[config.mk]
export PLATFORM = sky130hd
export DESIGN_NAME = centered_moving_average
export DESIGN_NICKNAME = d
export VERILOG_FILES = /design/src/rtl/core/cma_pkg.sv /design/src/rtl/core/cma_div.sv /design/src/rtl/core/centered_moving_average.sv
export SDC_FILE = /design/constraint.sdc
export NUM_CORES = 1
export LEC_CHECK = 0
export ABC_AREA = 1
export BUFFER_PORTS_ARGS = -buffer_cell sky130_fd_sc_hd__buf_4
export CAP_MARGIN = 20
export CORE_MARGIN = 2
export CORE_UTILIZATION = 42
export DETAILED_ROUTE_END_ITERATION = 12
export SKIP_LAST_GASP = 1
export SYNTH_ARGS = -nofsm -noshare
export SYNTH_HDL_FRONTEND = slang
export SYNTH_SLANG_ARGS = --single-unit
[constraint.sdc]
create_clock -name clk -period 32.1 [get_ports clk]
set_clock_uncertainty 0.15 [all_clocks]
set_input_delay 6.42 -clock clk [delete_from_list [all_inputs] [get_ports clk]]
set_output_delay 6.42 -clock clk [all_outputs]
set_load 0.05 [all_outputs]
[src/rtl/core/cma_pkg.sv]
// Shared definitions for the centred moving average block.
// Holds fixed widths of the stream bookkeeping and the divider request type.
// No dependencies.
package cma_pkg;

	// Width of the configuration register that sets the half window.
	localparam int HW_BITS = 4;

	// Samples of the current stream are counted up to a saturating limit.
	localparam int SEEN_BITS = 6;
	localparam logic [SEEN_BITS-1:0] SEEN_MAX = 6'd63;

	// Request from the sequencer to the serial divider.
	typedef struct packed {
		logic start;
		logic negate;
	} div_req_t;

endpackage

[src/rtl/core/cma_div.sv]
// Bit-serial restoring divider of a window sum by the number of samples covered.
// Produces one quotient bit per cycle and rounds the signed mean toward zero.
// Depends on cma_pkg for the request type.
module cma_div #(
	parameter int SUM_BITS  = 21,
	parameter int FRAC_BITS = 8,
	parameter int OUT_BITS  = 24,
	parameter int CNT_BITS  = 5
) (
	input  logic                       clk,
	input  logic                       arst_n,
	input  cma_pkg::div_req_t          req,
	input  logic signed [SUM_BITS-1:0] sum,
	input  logic [CNT_BITS-1:0]        count,
	output logic                       done,
	output logic signed [OUT_BITS-1:0] quotient
);

	localparam int DW       = SUM_BITS + FRAC_BITS;
	localparam int REM_BITS = CNT_BITS + 1;
	localparam int STEP_BITS = $clog2(OUT_BITS);

	typedef enum logic [1:0] {
		D_IDLE,
		D_RUN,
		D_FIX
	} div_state_t;

	div_state_t            state_q;
	logic [REM_BITS-1:0]   rem_q;
	logic [OUT_BITS-1:0]   shift_q;
	logic [CNT_BITS-1:0]   divisor_q;
	logic [STEP_BITS-1:0]  step_q;
	logic                  neg_q;
	logic                  done_q;
	logic signed [OUT_BITS-1:0] quotient_q;

	logic [SUM_BITS-1:0] magnitude;
	logic [DW-1:0]       dividend;
	logic [REM_BITS-1:0] trial;
	logic                fits;

	always_comb begin
		magnitude = sum[SUM_BITS-1] ? (~sum + 1'b1) : sum;
		dividend  = DW'(magnitude) << FRAC_BITS;
		trial     = {rem_q[REM_BITS-2:0], shift_q[OUT_BITS-1]};
		fits      = (trial >= {1'b0, divisor_q});
	end

	// The mean never exceeds the sample range, so the quotient fits in OUT_BITS
	// bits and the dividend bits above that already form a partial remainder
	// smaller than the divisor.
	always_ff @(posedge clk or negedge arst_n) begin
		if (!arst_n) begin
			state_q <= D_IDLE;
			done_q  <= 1'b0;
		end else begin
			done_q <= 1'b0;
			unique case (state_q)
				D_IDLE: begin
					if (req.start) begin
						rem_q     <= REM_BITS'(dividend >> OUT_BITS);
						shift_q   <= dividend[OUT_BITS-1:0];
						divisor_q <= count;
						neg_q     <= req.negate;
						step_q    <= STEP_BITS'(OUT_BITS - 1);
						state_q   <= D_RUN;
					end
				end
				D_RUN: begin
					rem_q   <= fits ? (trial - {1'b0, divisor_q}) : trial;
					shift_q <= {shift_q[OUT_BITS-2:0], fits};
					step_q  <= step_q - 1'b1;
					if (step_q == '0) begin
						state_q <= D_FIX;
					end
				end
				D_FIX: begin
					quotient_q <= neg_q ? signed'(~shift_q + 1'b1) : signed'(shift_q);
					done_q     <= 1'b1;
					state_q    <= D_IDLE;
				end
				default: begin
					state_q <= D_IDLE;
				end
			endcase
		end
	end

	assign done     = done_q;
	assign quotient = quotient_q;

endmodule

[src/rtl/core/centered_moving_average.sv]
// Top level of the centred moving average with truncated stream edges.
// Depends on cma_pkg and on the serial divider cma_div.
//
// Usage: samples arrive on the in_valid/in_ready channel with last_in marking
// the final sample of a stream. For each stream position the block returns the
// mean of the samples from half_window before to half_window after, with the
// window cut short at both stream ends, on the out_valid/out_ready channel.
// Results lag half_window samples behind the input; the transaction carrying
// last_in flushes every pending position, the final one flagged by last_out.
// half_window is written through half_window_we and is taken as K_MAX when
// larger; write it only while the block is idle.
// Timing: each result sums the samples of its window (2*half_window+1 inside
// a long stream) one stored sample per cycle, and the serial divider forms
// its quotient one bit per cycle; these two set the rate. A flush produces
// up to half_window+1 results back to back in that manner.
// A new sample is taken once the previous one's results are computed, even if
// the last result still waits in the output register for the receiver.
// Reset clears the stream position, sets half_window to 1 and empties the
// output register. A stalled receiver holds the result and the block waits.
module centered_moving_average #(
	parameter int K_MAX       = 15,
	parameter int SAMPLE_BITS = 16,
	parameter int FRAC_BITS   = 8
) (
	input  logic                                    clk,
	input  logic                                    arst_n,
	input  logic                                    half_window_we,
	input  logic [cma_pkg::HW_BITS-1:0]             half_window,
	input  logic                                    in_valid,
	output logic                                    in_ready,
	input  logic signed [SAMPLE_BITS-1:0]           sample,
	input  logic                                    last_in,
	output logic                                    out_valid,
	input  logic                                    out_ready,
	output logic signed [SAMPLE_BITS+FRAC_BITS-1:0] average,
	output logic                                    last_out
);

	localparam int WIN_DEPTH = 2 * K_MAX + 1;
	localparam int IDX_BITS  = $clog2(WIN_DEPTH);
	localparam int CNT_BITS  = $clog2(WIN_DEPTH + 1);
	localparam int K_BITS    = $clog2(K_MAX + 1);
	localparam int SUM_BITS  = SAMPLE_BITS + IDX_BITS;
	localparam int OUT_BITS  = SAMPLE_BITS + FRAC_BITS;
	localparam int SB        = cma_pkg::SEEN_BITS;

	typedef enum logic [2:0] {
		S_IDLE,
		S_CALC,
		S_SUM,
		S_GO,
		S_DIV,
		S_PUT
	} state_t;

	state_t                         state_q;
	logic [cma_pkg::HW_BITS-1:0]    half_window_q;
	logic signed [SAMPLE_BITS-1:0]  window_q [WIN_DEPTH];
	logic [SB-1:0]                  seen_q;
	logic [K_BITS-1:0]              k_q;
	logic [K_BITS-1:0]              dp_q;
	logic                           last_q;
	logic [IDX_BITS-1:0]            idx_q;
	logic [CNT_BITS-1:0]            cnt_q;
	logic signed [SUM_BITS-1:0]     acc_q;
	logic                           out_valid_q;
	logic signed [OUT_BITS-1:0]     average_q;
	logic                           last_out_q;

	logic                       in_fire;
	logic                       out_free;
	logic [SB-1:0]              seen_next;
	logic [SB-1:0]              k_eff;
	logic [SB-1:0]              first_dp;
	logic                       emit_now;
	logic [SB-1:0]              k_ext;
	logic [SB-1:0]              dp_ext;
	logic [SB-1:0]              avail;
	logic [SB-1:0]              left;
	logic [CNT_BITS-1:0]        count_calc;
	logic                       sum_end;
	cma_pkg::div_req_t          div_req;
	logic                       div_done;
	logic signed [OUT_BITS-1:0] div_quotient;

	assign in_ready = (state_q == S_IDLE);
	assign in_fire  = in_valid && in_ready;
	assign out_free = !out_valid_q || out_ready;

	always_comb begin
		seen_next = (seen_q == cma_pkg::SEEN_MAX) ? seen_q : seen_q + 1'b1;
		k_eff     = (SB'(half_window_q) > SB'(K_MAX)) ? SB'(K_MAX) : SB'(half_window_q);
		// On the final sample the flush starts at the oldest position still
		// pending, which for a short stream is its very first sample.
		first_dp  = (last_in && (seen_next - 1'b1 < k_eff)) ? seen_next - 1'b1 : k_eff;
		emit_now  = last_in || (seen_next > k_eff);

		k_ext      = SB'(k_q);
		dp_ext     = SB'(dp_q);
		avail      = seen_q - 1'b1 - dp_ext;
		left       = ((seen_q != cma_pkg::SEEN_MAX) && (avail < k_ext)) ? avail : k_ext;
		count_calc = CNT_BITS'(dp_ext + 1'b1 + left);

		sum_end = (CNT_BITS'(idx_q) == cnt_q - 1'b1);

		div_req.start  = (state_q == S_GO);
		div_req.negate = acc_q[SUM_BITS-1];
	end

	// Shift line of the stream, newest sample at entry 0.
	always_ff @(posedge clk) begin
		if (in_fire) begin
			window_q[0] <= sample;
			for (int i = 1; i < WIN_DEPTH; i++) begin
				window_q[i] <= window_q[i-1];
			end
		end
	end

	always_ff @(posedge clk or negedge arst_n) begin
		if (!arst_n) begin
			half_window_q <= cma_pkg::HW_BITS'(1);
		end else if (half_window_we) begin
			half_window_q <= half_window;
		end
	end

	always_ff @(posedge clk or negedge arst_n) begin
		if (!arst_n) begin
			state_q     <= S_IDLE;
			seen_q      <= '0;
			out_valid_q <= 1'b0;
		end else begin
			if ((state_q == S_PUT) && out_free) begin
				out_valid_q <= 1'b1;
			end else if (out_valid_q && out_ready) begin
				out_valid_q <= 1'b0;
			end
			unique case (state_q)
				S_IDLE: begin
					if (in_fire) begin
						seen_q <= seen_next;
						k_q    <= K_BITS'(k_eff);
						dp_q   <= K_BITS'(first_dp);
						last_q <= last_in;
						if (emit_now) begin
							state_q <= S_CALC;
						end
					end
				end
				S_CALC: begin
					cnt_q   <= count_calc;
					idx_q   <= '0;
					acc_q   <= '0;
					state_q <= S_SUM;
				end
				S_SUM: begin
					acc_q <= acc_q + SUM_BITS'(window_q[idx_q]);
					idx_q <= idx_q + 1'b1;
					if (sum_end) begin
						state_q <= S_GO;
					end
				end
				S_GO: begin
					state_q <= S_DIV;
				end
				S_DIV: begin
					if (div_done) begin
						state_q <= S_PUT;
					end
				end
				S_PUT: begin
					if (out_free) begin
						average_q   <= div_quotient;
						last_out_q  <= last_q && (dp_q == '0);
						if (last_q && (dp_q != '0)) begin
							dp_q    <= dp_q - 1'b1;
							state_q <= S_CALC;
						end else begin
							if (last_q) begin
								seen_q <= '0;
							end
							state_q <= S_IDLE;
						end
					end
				end
				default: begin
					state_q <= S_IDLE;
				end
			endcase
		end
	end

	cma_div #(
		.SUM_BITS  (SUM_BITS),
		.FRAC_BITS (FRAC_BITS),
		.OUT_BITS  (OUT_BITS),
		.CNT_BITS  (CNT_BITS)
	) u_div (
		.clk      (clk),
		.arst_n   (arst_n),
		.req      (div_req),
		.sum      (acc_q),
		.count    (cnt_q),
		.done     (div_done),
		.quotient (div_quotient)
	);

	assign out_valid = out_valid_q;
	assign average   = average_q;
	assign last_out  = last_out_q;

endmodule

== Word level (Yosys, flattened, before mapping) ==
Memories as Yosys holds them, arrays and structs flattened. A register that Yosys moved wholly into a read port is not among the register bits.
Index checks and enable logic that the tools add are counted.
Storage, ports and cells
  register bits after elaboration: 146
  RAM bits: 496
  input port bits: 26
  output and inout port bits: 27
  memories kept: 1
Cells by class
  add/subtract/negate cells: 14
  magnitude comparators: 4
  equal/unequal tests: 20
  mux-type cells: 39
  bitwise gates (word level): 2
  reductions and logical operators: 30
Memories
  window_q: words 31, bits a word 16, read ports 31, clocked after memory_dff 1, wr ports 31, line centered_moving_average.sv:58  | logic signed [SAMPLE_BITS-1:0] window_q [WIN_DEPTH];
Operators with widths (count)
  $mux W24: 2
  $pmux W24 S2: 1
  $pmux W21 S2: 1
  $mux W6: 5
  $pmux W5 S2: 3
  $mux W5: 5
  $add A24 B1 Y24 const B: 1
  $not A24 Y24: 1
  $add A21 B1 Y21 const B: 1
  $add A21 B16 Y21: 1
  $mux W21: 1
  $not A21 Y21: 1
  $pmux W3 S6: 1
  $mux W4: 4
  $mux W3: 5
  $reduce_and A5 Y1: 3
  $lt A6 B4 Y1: 2
  $pmux W6 S2: 1
  $reduce_and A3 Y1: 4
  $sub A6 B1 Y6 const B: 2
  $ne A2 B1 Y1 const B: 5
  $ne A2 B2 Y1 const B: 5
  $sub A5 B1 Y5 const B: 2
  $pmux W4 S2: 1
  other kinds (30): 51

== Depth between registers and ports, before layout ==
  word-level depth: 8
  gate-level depth with buffers: 23

== Modules after synthesis ==
From an unflattened synthesis, not the netlist that was laid out.
Unflattened totals
  cells, all modules: 2463
  area total of the unflattened synthesis: 28473.6 um^2
Modules (own cells, without submodules)
  centered_moving_average: times used 1, cells each 2010, area each 24559.8 um^2, seq. area each 17297.8 um^2
  cma_div: times used 1, cells each 453, area each 3913.8 um^2, seq. area each 1996.9 um^2

== Least setup slack after synthesis ==
Ideal clock, no wire load.
  kind: input port to flip-flop
  start: in in_valid
  end: reg k_q[0] (enable)
  arrival time: 31.836 ns
  required time: 31.555 ns
  setup slack: -0.281 ns
  stages: 4
  buffers on the path: 0
  path through: inv_1 -> nor2_1 -> inv_1 -> nor2_1
Between the ends
  word-level cells in the longest chain between the ends: 2
Ends and longest elaborated chain
  from (decl): line centered_moving_average.sv:29  | input logic in_valid,
  $logic_and A1 B1 Y1: line centered_moving_average.sv:87  | assign in_fire = in_valid && in_ready;
  via in_fire: line centered_moving_average.sv:70  | logic in_fire;
  $reduce_and A3 Y1 (no line)
  to (signal assigned): line centered_moving_average.sv:143  | k_q <= K_BITS'(k_eff);
  to (decl): line centered_moving_average.sv:60  | logic [K_BITS-1:0] k_q;
The timed path passes the listed nets, and every way through them passes these cells.
A chain may end at the register's enable or synchronous reset.

==> load_flow_metrics.sql <==
INSERT INTO impl_metrics (metric_group, metric, value, unit) VALUES
('status', 'run_status', 'complete, no violations', ''),
('sta', 'finalSetupTns', '0', 'ns'),
('placed_design', 'io_buffers', '52', ''),
('sta', 'timing.final.setup_violations', '0', ''),
('routing', 'drc', '0', ''),
('clock_tree', 'clk_pin_slew_worst_paths', '0.06', 'ns'),
('power_and_ir_drop', 'total_leakage_power', '11.3', 'nW'),
('floorplanning', 'placeableCoreArea', '66100', 'um^2'),
('finish', 'syn_to_final_growth', '12.4', '%'),
('routing', 'post_drt_wl_per_cell', '18.3', 'um'),
('synthesis', 'synth_cell_types', '51', ''),
('power_and_ir_drop', 'vdd_drop_max', '0.0582', 'mV'),
('synthesis', 'synth_area_per_cell', '11.8', 'um^2'),
('synthesis', 'synth_edf_count', '625', ''),
('placed_design', 'detailed_place_hpwl', '35.5', 'mm'),
('sta', 'finalWorstPathRequiredPeriod', '9.66', 'ns'),
('synthesis', 'netlist_instances', '2394', ''),
('sta', 'final_critical_path_setup_slack', '22.44', 'ns'),
('critical_path', 'critPathArrivalTime', '9.75', 'ns'),
('global_route', 'global_route_wire_length_before_repair', '97.5', 'mm'),
('critical_path', 'cpPeakStageDelay', '0.84', 'ns'),
('sta', 'timing_max_transition_violations_final', '0', ''),
('clock_tree', 'tritoncts.num_buffers', '70', ''),
('clock_tree', 'max-clock-path-buffers', '3', ''),
('synthesis', 'synth_ff_type', 'sky130_fd_sc_hd__edfxtp_1', ''),
('routing', 'drtPass1Iterations', '5', ''),
('routing', 'routed-via-count', '18300', ''),
('critical_path', 'worst_setup_path_start_kind', 'input pin', ''),
('synthesis', 'ys_seq_elements', '647', ''),
('critical_path', 'worst_r2r_path_depth', '16', ''),
('global_route', 'initial_antenna_violation_count', '0', ''),
('clock_tree', 'clock-sinks', '647', ''),
('floorplanning', 'floorplan.die_area', '69200', 'um^2'),
('finish', 'final_instance_area', '31700', 'um^2'),
('critical_path', 'crit_required', '32.18', 'ns'),
('finish', 'layout_commonest_cell', 'sky130_fd_sc_hd__edfxtp_1', ''),
('floorplanning', 'die_width', '263', 'um'),
('synthesis', 'syn_nets', '2476', ''),
('clock_tree', 'post_cts.repair.setup_buffers', '0', ''),
('finish', 'fin_nets', '2512', ''),
('floorplanning', 'floorplan_die_height', '263', 'um'),
('sta', 'tightest_slew', '1.05', 'ns'),
('critical_path', 'worst-setup-path-type', 'input pin to register', ''),
('routing', 'ant_nets', '0', ''),
('global_route', 'globalRouteOverflowTotal', '0', ''),
('sta', 'rsz0062_at_grt', 'no', ''),
('placed_design', 'pre_cts_slack', '21.13', 'ns'),
('global_route', 'first_global_vias', '18100', ''),
('clock_tree', 'ctsResizeCount', '0', ''),
('routing', 'number_of_design_rule_violations_left_by_the_first_detailed_router_iteration', '1704', ''),
('clock_tree', 'ctsHoldBuffers', '0', ''),
('sta', 'endpoints_failing_hold', '0', ''),
('sta', 'max_clock_freq', '103', 'MHz'),
('finish', 'num_antenna_cells', '0', ''),
('clock_tree', 'htreeDepth', '3', ''),
('run', 'cap_violations', '0', ''),
('critical_path', 'cp_max_fo', '179', ''),
('clock_tree', 'clockRootBuffer', 'sky130_fd_sc_hd__clkbuf_16', ''),
('clock_tree', 'clk_latency', '0.63', 'ns'),
('critical_path', 'timing.critical_path.cells', 'buf_4 > inv_1 > nor2_4 > buf_4 > buf_12 > buf_4 > buf_4', ''),
('placed_design', 'routabilityCongestion', '0.859', ''),
('critical_path', 'cp_slowest_cell', 'sky130_fd_sc_hd__buf_4', ''),
('global_route', 'largest_net_degree_at_the_start_of_global_routing', '180', ''),
('critical_path', 'critical-path-top-cell-by-count', 'sky130_fd_sc_hd__buf_4', ''),
('synthesis', 'syn_std_cell_area', '28200', 'um^2'),
('clock_tree', 'clock_tree_from_tritoncts', 'yes', ''),
('synthesis', 'synth-warning-count', '0', ''),
('placed_design', 'placed_cell_area', '29400', 'um^2'),
('power_and_ir_drop', 'power_density', '106', 'nW/um^2'),
('finish', 'layout_common_cells', 'sky130_fd_sc_hd__edfxtp_1 (625), sky130_fd_sc_hd__nand2_1 (318), sky130_fd_sc_hd__nor2_1 (309)', ''),
('finish', 'layout-drive-gt1-share', '8.65', '%');
cell usage after synthesis (2+ instances only):
master                     instances  share of area [%]
sky130_fd_sc_hd__a211oi_1          2              0.053
sky130_fd_sc_hd__a21boi_0          2              0.053
sky130_fd_sc_hd__a21o_1            2              0.053
sky130_fd_sc_hd__a21oi_1         125                2.2
sky130_fd_sc_hd__a21oi_2           2              0.062
sky130_fd_sc_hd__a31oi_1          15               0.33
sky130_fd_sc_hd__a32o_1            3               0.11
sky130_fd_sc_hd__buf_2            44               0.78
sky130_fd_sc_hd__buf_4             5               0.13
sky130_fd_sc_hd__clkbuf_1         65               0.87
sky130_fd_sc_hd__clkinv_1          4              0.053
sky130_fd_sc_hd__dfrtp_1          16                1.4
sky130_fd_sc_hd__dfxtp_1           5               0.36
sky130_fd_sc_hd__edfxtp_1        625                 67
sky130_fd_sc_hd__fa_1              4               0.28
sky130_fd_sc_hd__ha_1             52                2.3
sky130_fd_sc_hd__inv_1           127                1.7
sky130_fd_sc_hd__inv_2             3              0.040
sky130_fd_sc_hd__mux2_2            2              0.080
sky130_fd_sc_hd__nand2_1         318                4.2
sky130_fd_sc_hd__nand2_2           2              0.044
sky130_fd_sc_hd__nand2_4           3               0.12
sky130_fd_sc_hd__nand3_1         126                2.2
sky130_fd_sc_hd__nand3_2           3               0.11
sky130_fd_sc_hd__nand3b_1          2              0.053
sky130_fd_sc_hd__nand4_1          16               0.36
sky130_fd_sc_hd__nor2_1          310                4.1
sky130_fd_sc_hd__nor2_2            2              0.044
sky130_fd_sc_hd__nor2_4            3               0.12
sky130_fd_sc_hd__nor3_1           10               0.18
sky130_fd_sc_hd__nor4_1            6               0.13
sky130_fd_sc_hd__o211ai_1          8               0.21
sky130_fd_sc_hd__o21a_1            5               0.13
sky130_fd_sc_hd__o21ai_0         308                5.5
sky130_fd_sc_hd__o21ai_1           4              0.071
sky130_fd_sc_hd__o21bai_1          2              0.053
sky130_fd_sc_hd__o221ai_1         52                1.6
sky130_fd_sc_hd__o22ai_1          42               0.93
sky130_fd_sc_hd__o31a_1            4               0.12
sky130_fd_sc_hd__o31ai_1           2              0.053
sky130_fd_sc_hd__or2_2             6               0.13
sky130_fd_sc_hd__xnor2_1          17               0.53
sky130_fd_sc_hd__xor2_1           32               0.99
area by class of cell:
cell class / instances / area (um^2)
Fill cell: 5826 / 34400
Sequential cell: 647 / 19300
Multi-Input combinational cell: 1498 / 7900
Clock buffer: 90 / 1840
Tap cell: 864 / 1080
Timing Repair Buffer: 79 / 638
Inverter: 134 / 509
Clock inverter: 38 / 405
logic make-up (layout without fill, tap and decap cells):
family,after synthesis,in the layout,synth area share (%)
AO/OA/AOI/OAI,580,580,11.6
XOR/XNOR,50,50,1.62
adder cells (fa/ha/maj),56,56,2.59
buffers and inverters,249,341,3.61
flip-flops,647,647,68.5
multiplexers,2,2,0.0799
AND/OR/NAND/NOR,810,810,12.0
metrics by stage:
| step | utilization (%) | std cells | hold WS [ns] |
|---|---|---|---|
| 2_1_floorplan | - | 2394 | 0.250 |
| 3_3_place_gp | 44.5 | 3220 | 0.253 |
| 3_5_place_dp | 44.5 | 3220 | 0.255 |
| 4_1_cts | 47.8 | 3348 | 0.267 |
| 5_1_grt | 47.9 | 3350 | 0.272 |
| 6_report | 47.9 | 3350 | 0.268 |
layer usage:
| layer | GRT usage (%) | vias up | share of wire, % |
|---|---|---|---|
| met4 | 6.47 | 0 | 2.6 |
| met5 | 0 | - | 0 |
| met1 | 23.9 | 8956 | 45 |
| met2 | 27.8 | 482 | 47 |
| li1 | - | 8750 | - |
| met3 | 2.94 | 95 | 5.6 |
state kept, by name, summed over array words and instances, names as in the netlist, 2 cells and up, named ones only:
signal           cells
acc_q               21
average             24
cnt_q                5
dp_q                 4
half_window_q        4
idx_q                5
k_q                  4
seen_q               6
state_q              3
u_div.divisor_q      5
u_div.quotient      24
u_div.rem_q          5
u_div.shift_q       24
u_div.state_q        2
u_div.step_q         5
window_q           496
path summary, 6_finish.rpt:
kind | startpoint | endpoint | slack [ns]
min reg2reg | u_div.quotient[22] | average[22] | 0.27
max reg2reg | register | acc_q[11] | 26.69
max in group asynchronous | arst_n | half_window_q[0] | 25.98
min | u_div.quotient[22] | average[22] | 0.27
min in group asynchronous | arst_n | u_div.done | 5.51
max | in_valid | window_q[10][7] | 22.44
power by group:
group | internal, mW | leakage (nW) | switching (mW)
Sequential | 1.22 | 6.05 | 0.128
Clock | 0.452 | 1.10 | 0.343
Combinational | 0.365 | 4.15 | 0.839
Total | 2.04 | 11.3 | 1.31
critical path, delay by kind of cell:
family | cells | cell delay [ns]
buffers and inverters | 6 | 2.89
AND/OR/NAND/NOR | 1 | 0.09
Note: power is estimated with default switching activity, not from simulation.
